===== src/rtl/jsu_pkg.sv =====
// jsu_pkg: shared types, character codes and helpers for the json string unescape unit
// no dependencies; imported by json_string_unescape_utf8_unit, unescape_checker and testbench
`timescale 1ns / 1ps

package jsu_pkg;

    typedef enum logic [3:0] {
        MODE_DONE   = 4'b0001,
        MODE_NORMAL = 4'b0010,
        MODE_ESC    = 4'b0100,
        MODE_HEX    = 4'b1000
    } mode_t;

    localparam logic [7:0] CH_BSLASH = 8'h5C;
    localparam logic [7:0] CH_QUOTE  = 8'h22;
    localparam logic [7:0] CH_N      = 8'h6E;
    localparam logic [7:0] CH_T      = 8'h74;
    localparam logic [7:0] CH_R      = 8'h72;
    localparam logic [7:0] CH_U      = 8'h75;
    localparam logic [7:0] CH_LF     = 8'h0A;
    localparam logic [7:0] CH_TAB    = 8'h09;

    localparam logic [15:0] UTF8_LIM1  = 16'h0080;
    localparam logic [15:0] UTF8_LIM2  = 16'h0800;
    localparam logic [7:0]  UTF8_LEAD2 = 8'hC0;
    localparam logic [7:0]  UTF8_LEAD3 = 8'hE0;
    localparam logic [7:0]  UTF8_CONT  = 8'h80;

    localparam int GRP_DEPTH = 5;

    typedef logic [7:0] byte_t;

    // bit 4 set when the character is a hex digit, low bits give its value
    function automatic logic [4:0] nibble_of(input logic [7:0] c);
        logic [4:0] r;
        r = 5'd0;
        if (c inside {[8'h30:8'h39]})
            r = {1'b1, 4'(c - 8'h30)};
        else if (c inside {[8'h61:8'h66]})
            r = {1'b1, 4'(c - 8'h57)};
        else if (c inside {[8'h41:8'h46]})
            r = {1'b1, 4'(c - 8'h37)};
        return r;
    endfunction

endpackage


===== src/rtl/json_string_unescape_utf8_unit.sv =====
// json_string_unescape_utf8_unit: streaming decoder for the body of a json string value
// depends on jsu_pkg
`timescale 1ns / 1ps

// Input channel s_axis: one body byte per word. tdata is the raw byte, tuser[0] marks the
// first byte after the opening quote (restarts the decoder), tlast marks the final byte.
// Output channel m_axis: one decoded result per word. tdata is the decoded byte, tuser
// carries byte_valid, value_end and closed, tlast marks the last result of an input word.
// An input word yields zero to five results. They are computed in the cycle the word is
// accepted and held in a result group register; they appear on m_axis in the next cycle,
// one result per cycle unless m_axis stalls. The group register frees up in the cycle its
// last result is taken, so words that yield at most one result stream at one word per
// clock unless m_axis stalls; a word that yields more holds the input until its last
// result leaves the single output port. Words that yield nothing (escape start, bytes
// after the closing quote) load no group. Reset leaves the decoder in the done state,
// ignoring bytes until a first byte arrives, with an empty result group. When m_axis
// stalls, the group holds and s_axis keeps tready low until its last result is taken.
module json_string_unescape_utf8_unit
    import jsu_pkg::*;
(
    input  logic        clk,
    input  logic        rst_n,
    input  logic        s_axis_tvalid,
    output logic        s_axis_tready,
    input  logic [7:0]  s_axis_tdata,   // in_byte
    input  logic [0:0]  s_axis_tuser,   // first_byte
    input  logic        s_axis_tlast,   // end_of_body
    output logic        m_axis_tvalid,
    input  logic        m_axis_tready,
    output logic [7:0]  m_axis_tdata,   // out_byte
    output logic [2:0]  m_axis_tuser,   // byte_valid, value_end, closed
    output logic        m_axis_tlast    // run_last
);

    mode_t       mode_reg, mode_next;
    logic [1:0]  digits_reg, digits_next;
    logic [15:0] cp_reg, cp_next;
    byte_t       raw_reg [3];
    byte_t       raw_next [3];

    logic        grp_valid_reg;
    logic [2:0]  idx_reg;
    logic [2:0]  cnt_reg, cnt_next;
    logic [2:0]  nbytes_reg, nbytes_next;
    logic        ve_reg, ve_next;
    logic        closed_reg, closed_next;
    byte_t       grp_reg [GRP_DEPTH];
    byte_t       grp_next [GRP_DEPTH];

    mode_t       mode_in;
    logic [1:0]  dig_in;
    logic [15:0] cp_in;
    logic [7:0]  b;
    logic        eob;
    logic        active;
    logic        plain_en;
    logic        closed_now;
    logic        raw_wr;
    logic        flush_en;
    logic [1:0]  flush_cnt;
    logic [2:0]  flush_len;
    logic [1:0]  main_n;
    byte_t       main_b [3];
    logic [4:0]  nib;
    logic        has_res;
    logic        in_acc;
    logic        out_acc;
    logic        out_last;
    logic        bv;

    assign in_acc   = s_axis_tvalid && s_axis_tready;
    assign out_acc  = m_axis_tvalid && m_axis_tready;
    assign out_last = (idx_reg == cnt_reg - 3'd1);
    assign s_axis_tready = !grp_valid_reg || (m_axis_tready && out_last);

    always_comb
    begin
        b       = s_axis_tdata;
        eob     = s_axis_tlast;
        mode_in = s_axis_tuser[0] ? MODE_NORMAL : mode_reg;
        dig_in  = s_axis_tuser[0] ? 2'd0 : digits_reg;
        cp_in   = s_axis_tuser[0] ? 16'd0 : cp_reg;

        mode_next   = mode_in;
        digits_next = dig_in;
        cp_next     = cp_in;
        raw_wr      = 1'b0;
        plain_en    = 1'b0;
        closed_now  = 1'b0;
        flush_en    = 1'b0;
        flush_cnt   = 2'd0;
        main_n      = 2'd0;
        main_b[0]   = 8'd0;
        main_b[1]   = 8'd0;
        main_b[2]   = 8'd0;
        nib         = nibble_of(b);
        active      = (mode_in != MODE_DONE);

        case (mode_in)
            MODE_NORMAL:
            begin
                plain_en = 1'b1;
            end
            MODE_ESC:
            begin
                mode_next = MODE_NORMAL;
                if (b == CH_N)
                begin
                    main_b[0] = CH_LF;
                    main_n    = 2'd1;
                end
                else if (b == CH_T)
                begin
                    main_b[0] = CH_TAB;
                    main_n    = 2'd1;
                end
                else if (b == CH_R)
                begin
                    main_n = 2'd0;
                end
                else if (b == CH_U)
                begin
                    mode_next   = MODE_HEX;
                    digits_next = 2'd0;
                    cp_next     = 16'd0;
                end
                else
                begin
                    main_b[0] = b;
                    main_n    = 2'd1;
                end
            end
            MODE_HEX:
            begin
                if (nib[4])
                begin
                    cp_next = {cp_in[11:0], nib[3:0]};
                    if (dig_in == 2'd3)
                    begin
                        digits_next = 2'd0;
                        mode_next   = MODE_NORMAL;
                        if (cp_next < UTF8_LIM1)
                        begin
                            main_b[0] = cp_next[7:0];
                            main_n    = 2'd1;
                        end
                        else if (cp_next < UTF8_LIM2)
                        begin
                            main_b[0] = UTF8_LEAD2 | {3'd0, cp_next[10:6]};
                            main_b[1] = UTF8_CONT | {2'd0, cp_next[5:0]};
                            main_n    = 2'd2;
                        end
                        else
                        begin
                            main_b[0] = UTF8_LEAD3 | {4'd0, cp_next[15:12]};
                            main_b[1] = UTF8_CONT | {2'd0, cp_next[11:6]};
                            main_b[2] = UTF8_CONT | {2'd0, cp_next[5:0]};
                            main_n    = 2'd3;
                        end
                    end
                    else
                    begin
                        raw_wr      = 1'b1;
                        digits_next = dig_in + 2'd1;
                    end
                end
                else
                begin
                    flush_en    = 1'b1;
                    flush_cnt   = dig_in;
                    digits_next = 2'd0;
                    mode_next   = MODE_NORMAL;
                    plain_en    = 1'b1;
                end
            end
            default:
            begin
                active = 1'b0;
            end
        endcase

        if (plain_en)
        begin
            if (b == CH_BSLASH)
                mode_next = MODE_ESC;
            else if (b == CH_QUOTE)
            begin
                mode_next  = MODE_DONE;
                closed_now = 1'b1;
            end
            else
            begin
                main_b[0] = b;
                main_n    = 2'd1;
            end
        end

        // body ran out: pending hex digits go out raw
        if (active && eob && !closed_now)
        begin
            if (mode_next == MODE_HEX)
            begin
                flush_en    = 1'b1;
                flush_cnt   = digits_next;
                digits_next = 2'd0;
            end
            mode_next = MODE_DONE;
        end

        raw_next[0] = raw_reg[0];
        raw_next[1] = raw_reg[1];
        raw_next[2] = raw_reg[2];
        if (raw_wr)
            raw_next[dig_in] = b;

        flush_len = flush_en ? ({1'b0, flush_cnt} + 3'd1) : 3'd0;
        for (int i = 0; i < GRP_DEPTH; i++)
            grp_next[i] = 8'd0;
        if (flush_en)
        begin
            grp_next[0]         = CH_U;
            grp_next[1]         = raw_next[0];
            grp_next[2]         = raw_next[1];
            grp_next[3]         = raw_next[2];
            grp_next[flush_len] = main_b[0];
        end
        else
        begin
            grp_next[0] = main_b[0];
            grp_next[1] = main_b[1];
            grp_next[2] = main_b[2];
        end

        nbytes_next = flush_len + {1'b0, main_n};
        ve_next     = active && (closed_now || eob);
        closed_next = active && closed_now;
        cnt_next    = (nbytes_next == 3'd0) ? 3'd1 : nbytes_next;
        has_res     = (nbytes_next != 3'd0) || ve_next;
    end

    always_ff @(posedge clk or negedge rst_n)
    begin
        if (!rst_n)
        begin
            mode_reg      <= MODE_DONE;
            digits_reg    <= 2'd0;
            cp_reg        <= 16'd0;
            grp_valid_reg <= 1'b0;
            idx_reg       <= 3'd0;
        end
        else
        begin
            if (in_acc)
            begin
                mode_reg   <= mode_next;
                digits_reg <= digits_next;
                cp_reg     <= cp_next;
            end
            if (in_acc && has_res)
            begin
                grp_valid_reg <= 1'b1;
                idx_reg       <= 3'd0;
            end
            else if (out_acc && out_last)
            begin
                grp_valid_reg <= 1'b0;
                idx_reg       <= 3'd0;
            end
            else if (out_acc)
            begin
                idx_reg <= idx_reg + 3'd1;
            end
        end
    end

    always_ff @(posedge clk)
    begin
        if (in_acc)
        begin
            raw_reg <= raw_next;
        end
        if (in_acc && has_res)
        begin
            grp_reg    <= grp_next;
            cnt_reg    <= cnt_next;
            nbytes_reg <= nbytes_next;
            ve_reg     <= ve_next;
            closed_reg <= closed_next;
        end
    end

    assign bv            = (idx_reg < nbytes_reg);
    assign m_axis_tvalid = grp_valid_reg;
    assign m_axis_tdata  = bv ? grp_reg[idx_reg] : 8'd0;
    assign m_axis_tuser  = {closed_reg && out_last, ve_reg && out_last, bv};
    assign m_axis_tlast  = out_last;

    // group index stays inside the loaded group
    a_idx_in_group: assert property (@(posedge clk) disable iff (!rst_n)
        grp_valid_reg |-> (idx_reg < cnt_reg) && (cnt_reg != 3'd0) && (cnt_reg <= 3'd5))
        else $error("result index outside group");

    // end of value is only flagged on the last result of a word
    a_end_on_last: assert property (@(posedge clk) disable iff (!rst_n)
        (m_axis_tvalid && m_axis_tuser[1]) |-> m_axis_tlast)
        else $error("value end not on last result");

    a_closed_with_end: assert property (@(posedge clk) disable iff (!rst_n)
        (m_axis_tvalid && m_axis_tuser[2]) |-> m_axis_tuser[1])
        else $error("closed without value end");

    // pending hex digits only exist inside a unicode escape
    a_digits_in_hex: assert property (@(posedge clk) disable iff (!rst_n)
        (digits_reg != 2'd0) |-> (mode_reg == MODE_HEX))
        else $error("hex digits pending outside escape");

    // a stalled group holds until taken
    a_group_holds: assert property (@(posedge clk) disable iff (!rst_n)
        (m_axis_tvalid && !m_axis_tready) |=> (m_axis_tvalid && $stable(idx_reg)))
        else $error("stalled result group changed");

endmodule


===== config.mk =====
export PLATFORM = sky130hd
export DESIGN_NAME = json_string_unescape_utf8_unit
export DESIGN_NICKNAME = d
export VERILOG_FILES = /design/src/rtl/jsu_pkg.sv /design/src/rtl/json_string_unescape_utf8_unit.sv
export SDC_FILE = /design/constraint.sdc
export NUM_CORES = 1
export LEC_CHECK = 0
export BUFFER_PORTS_ARGS = -buffer_cell sky130_fd_sc_hd__clkbuf_2
export CAP_MARGIN = 30
export CORE_UTILIZATION = 50
export DETAILED_ROUTE_END_ITERATION = 8
export GPL_TIMING_DRIVEN = 0
export PLACE_DENSITY = 0.67
export SKIP_LAST_GASP = 1
export SLEW_MARGIN = 10
export SYNTH_ARGS = -nofsm -noshare
export SYNTH_HDL_FRONTEND = slang
export SYNTH_SLANG_ARGS = --single-unit

===== constraint.sdc =====
create_clock -name clk -period 14.05 [get_ports clk]
set_input_delay 2.81 -clock clk [delete_from_list [all_inputs] [get_ports clk]]
set_output_delay 2.81 -clock clk [all_outputs]
set_load 0.01 [all_outputs]

==> impl_results.md <==
* Main combinational cell family by area after synthesis: compound AO/OA/AOI/OAI gates
* Antenna Cells at 0
* Synth-to-Final Area Change at 11.6%
* Unrepaired setup endpoints after global routing: false
* CP delay by family, top: compound AO/OA/AOI/OAI gates
* Drt initial violations at between 400 and 500
* Clock power frac at 0.253
* Vias in the first global route at 4307
* TritonCTS Buffers at 9
* Largest net degree at the start of global routing at 25
* # hold bufs at CTS at 0
* Data arrival, critical path at between 8 and 9 ns
* Fin nets at 612
* Skew final at 0.00638 ns
* Max_cap viols at 0
* Vias at roughly 4600
* Worst slew pin tran at between 0.8 and 0.9 ns
* TritonCTS clock tree: built
* Total die area at around 0.012 mm²
* Worst Setup Start Kind: input pin
* Die height at 109 µm
* Rows at 38
* R2R setup slack at around 8.6 ns
* Setup TNS at 0 ns
* Proportion of layout cells with a drive suffix above 1 at 0.170
* CP Max Fanout at 19
* Pwr Density at 139 mW/mm²
* Synth Area in Adders at 0.0362
* Hold Violations, Final at 0
* First-pass GRT wire length at 23900 µm
* WP depth at 18
* Total gr overflow at 0
* Syn_nets at 569
* Fin area at 0.00640 mm²
* DRT Pass-1 Iters at 5
* All-Layer GR Usage at 0.273
* Sequential area share after synthesis at 0.473
* Net load switching power at 0.289 mW
* Clock Latency Late Sink at about 0.34 ns
* Ys async rst share at 0.234
* Placer Congestion at 0.919
* Root Driver: clkbuf_16
* Starting density of the core at 0.520
* I/O Buffers at 27
* Seq pwr share at 0.417
* Dpl cell area at roughly 0.0061 mm²
* HPWL Detailed at approximately 12000 µm
* Clock transition at path regs at around 0.060 ns
* # setup viols final at 0
* Minimum clock period at between 8 and 9 ns
* Antenna-violating nets left at 0
* Ys flop type: edfxtp_1
* Synth Area in Simple Gates at 0.159
* Synth Register Bits at 94
* Max H-tree Level at 3
* Cells after Synth at approximately 540
* Worst Reg-to-Reg Cells at 15
* Max reg flops at 40
* Max Clk Rate at between 100 and 150 MHz
* EDFF count, synth at a little over 70
* Buf/Inv on CP at 6
* Critical Path End Type: register
* Internal at approximately 0.60 mW
* Hold Path Depth at 2
* CP max stage delay at 0.74 ns
* Fin crit share at 0.594
* Slowest CP cell: a211oi_4
* Netlist cell types at 78
* Synth Area in XOR/XNOR at 0.0148
* Die boundary width at about 110 µm
* Yosys warns at 0
* Worst IR Drop VDD at about 0.00015 V
* Setup repair bufs after CTS at 0
* Post-Syn Area at between 0.005 and 0.006 mm²
* DRC violations left at 0
* Routed len/inst at 21.1 µm
* Leakage at around 2.4 nW
* Fin. max-slew vios at 0
* DRT Wirelength at 15300 µm
* Hold Path Class: register to register
* Num ports at 28
* Core area at between 0.01 and 0.015 mm²
* Final Power at roughly 0.9 mW
* Post-CTS Resized at 0
* Synth Area in Compound Gates at 0.190
* Status: finished clean
* Placement Setup Slack at roughly 5.5 ns
* Avg Cell Area, Syn at 10.6 µm²
* Clock sink count at 94
* Via-to-Cell Ratio at between 6 and 7
* Setup slack after layout at 5.71 ns
* CP Class: input pin to register
* Mux cell area share after synthesis at 0.0889
* Worst-path cell chain: clkbuf_2 > clkbuf_1 > inv_1 > ha_1 > o21ba_2 > a22oi_1 > a21boi_0 > a22oi_2 > o22ai_1 > ha_1 > and2_1 > fa_1 > nand2b_1 > a2111oi_0 > clkbuf_1 > a211oi_4 > buf_8 > buf_8
* Comb pwr share at 0.330
* Worst slew margin at 0.417
* Antenna violations before repair at 0
* Longest Clk Path Bufs at 2
* CP required at around 14 ns
* Switching Fraction at 0.324
tightest hold or removal path, stage by stage, from the launching register on:
cell and delay, ns:
dfrtp_1 0.33, nand2_1 0.05, o31ai_1 0.06
through the flow:
stage / utilization / instances / hold WS, ns
3_3_place_gp: 0.548 / 706 / 0.455
3_5_place_dp: 0.554 / 709 / 0.459
4_1_cts: 0.580 / 725 / 0.471
6_report: 0.581 / 727 / 0.468
5_1_grt: 0.581 / 727 / 0.497
2_1_floorplan: - / 539 / 0.441
power groups by stage:
stage	sequential [mW]	clock (mW)	combinational, mW
after floorplan	0.373	0	0.198
after CTS	0.372	0.230	0.297
after global routing	0.376	0.240	0.327
final	0.372	0.226	0.295
after global placement	0.379	0	0.278
after detailed placement	0.378	0	0.295
per-layer routing:
| layer | routed length [µm] | up-vias | global-route usage |
|---|---|---|---|
| met1 | 7100 | 2234 | 0.389 |
| li1 | - | 2131 | - |
| met2 | 6900 | 173 | 0.418 |
| met4 | 358 | 0 | 0.0888 |
| met5 | 0 | - | 0 |
| met3 | 969 | 26 | 0.0502 |
cells in the final DEF, fill, tap and decap left out, drive strengths merged, types with 10 or more instances in the layout:
cell	instances
edfxtp	72
a22o	14
nor2	54
nor3	11
buf	12
mux2	21
clkbuf	62
a22oi	16
a211oi	10
o21ai	28
nand2	38
ha	15
dfrtp	21
nand3	14
inv	24
a21oi	22
cells in the mapped netlist (all sizes together) (4+ instances only):
master,instances,area share
a211oi,10,0.014
a21boi,5,0.0065
a21o,6,0.0078
a21oi,22,0.020
a22o,14,0.021
a22oi,16,0.022
a32o,4,0.0070
and2,9,0.0098
and3,4,0.0044
buf,9,0.0085
clkbuf,20,0.013
dfrtp,21,0.092
edfxtp,72,0.38
ha,15,0.033
inv,24,0.016
mux2,21,0.042
mux2i,9,0.016
mux4,8,0.031
nand2,38,0.025
nand2b,6,0.0065
nand3,14,0.012
nor2,54,0.035
nor2b,7,0.0076
nor3,11,0.0096
nor3b,5,0.0065
o211ai,8,0.010
o21ai,28,0.024
o31ai,4,0.0076
or2,5,0.0055
or3,4,0.0044
xnor2,7,0.011
area by class of cell:
| type | count | area [µm²] |
|---|---|---|
| Sequential cell | 94 | 2710 |
| Tap cell | 140 | 175 |
| Clock buffer | 13 | 260 |
| Buffer | 29 | 124 |
| Timing Repair Buffer | 32 | 204 |
| Multi-Input combinational cell | 391 | 2820 |
| Fill cell | 949 | 4630 |
| Clock inverter | 3 | 18.8 |
| Inverter | 25 | 93.8 |
kinds of logic (layout without fill, tap and decap cells):
family / Yosys count / after routing
and+or+nand+nor: 179 / 179
AOI/OAI and AO/OA: 150 / 150
DFF: 94 / 94
buffers and inverters: 54 / 102
muxes: 38 / 38
adders and majority gates: 16 / 16
xor gates and xnor gates: 8 / 8
final timing paths:
check	endpoint	start
min reg2reg	digits_reg[1]	digits_reg[1]
max reg2reg	grp_reg[17]	mode_reg[1]
max in group asynchronous	m_axis_tvalid	rst_n
min	digits_reg[1]	digits_reg[1]
min in group asynchronous	idx_reg[1]	rst_n
max	grp_reg[17]	s_axis_tdata[0]
Note: power is estimated with default switching activity, not from simulation.
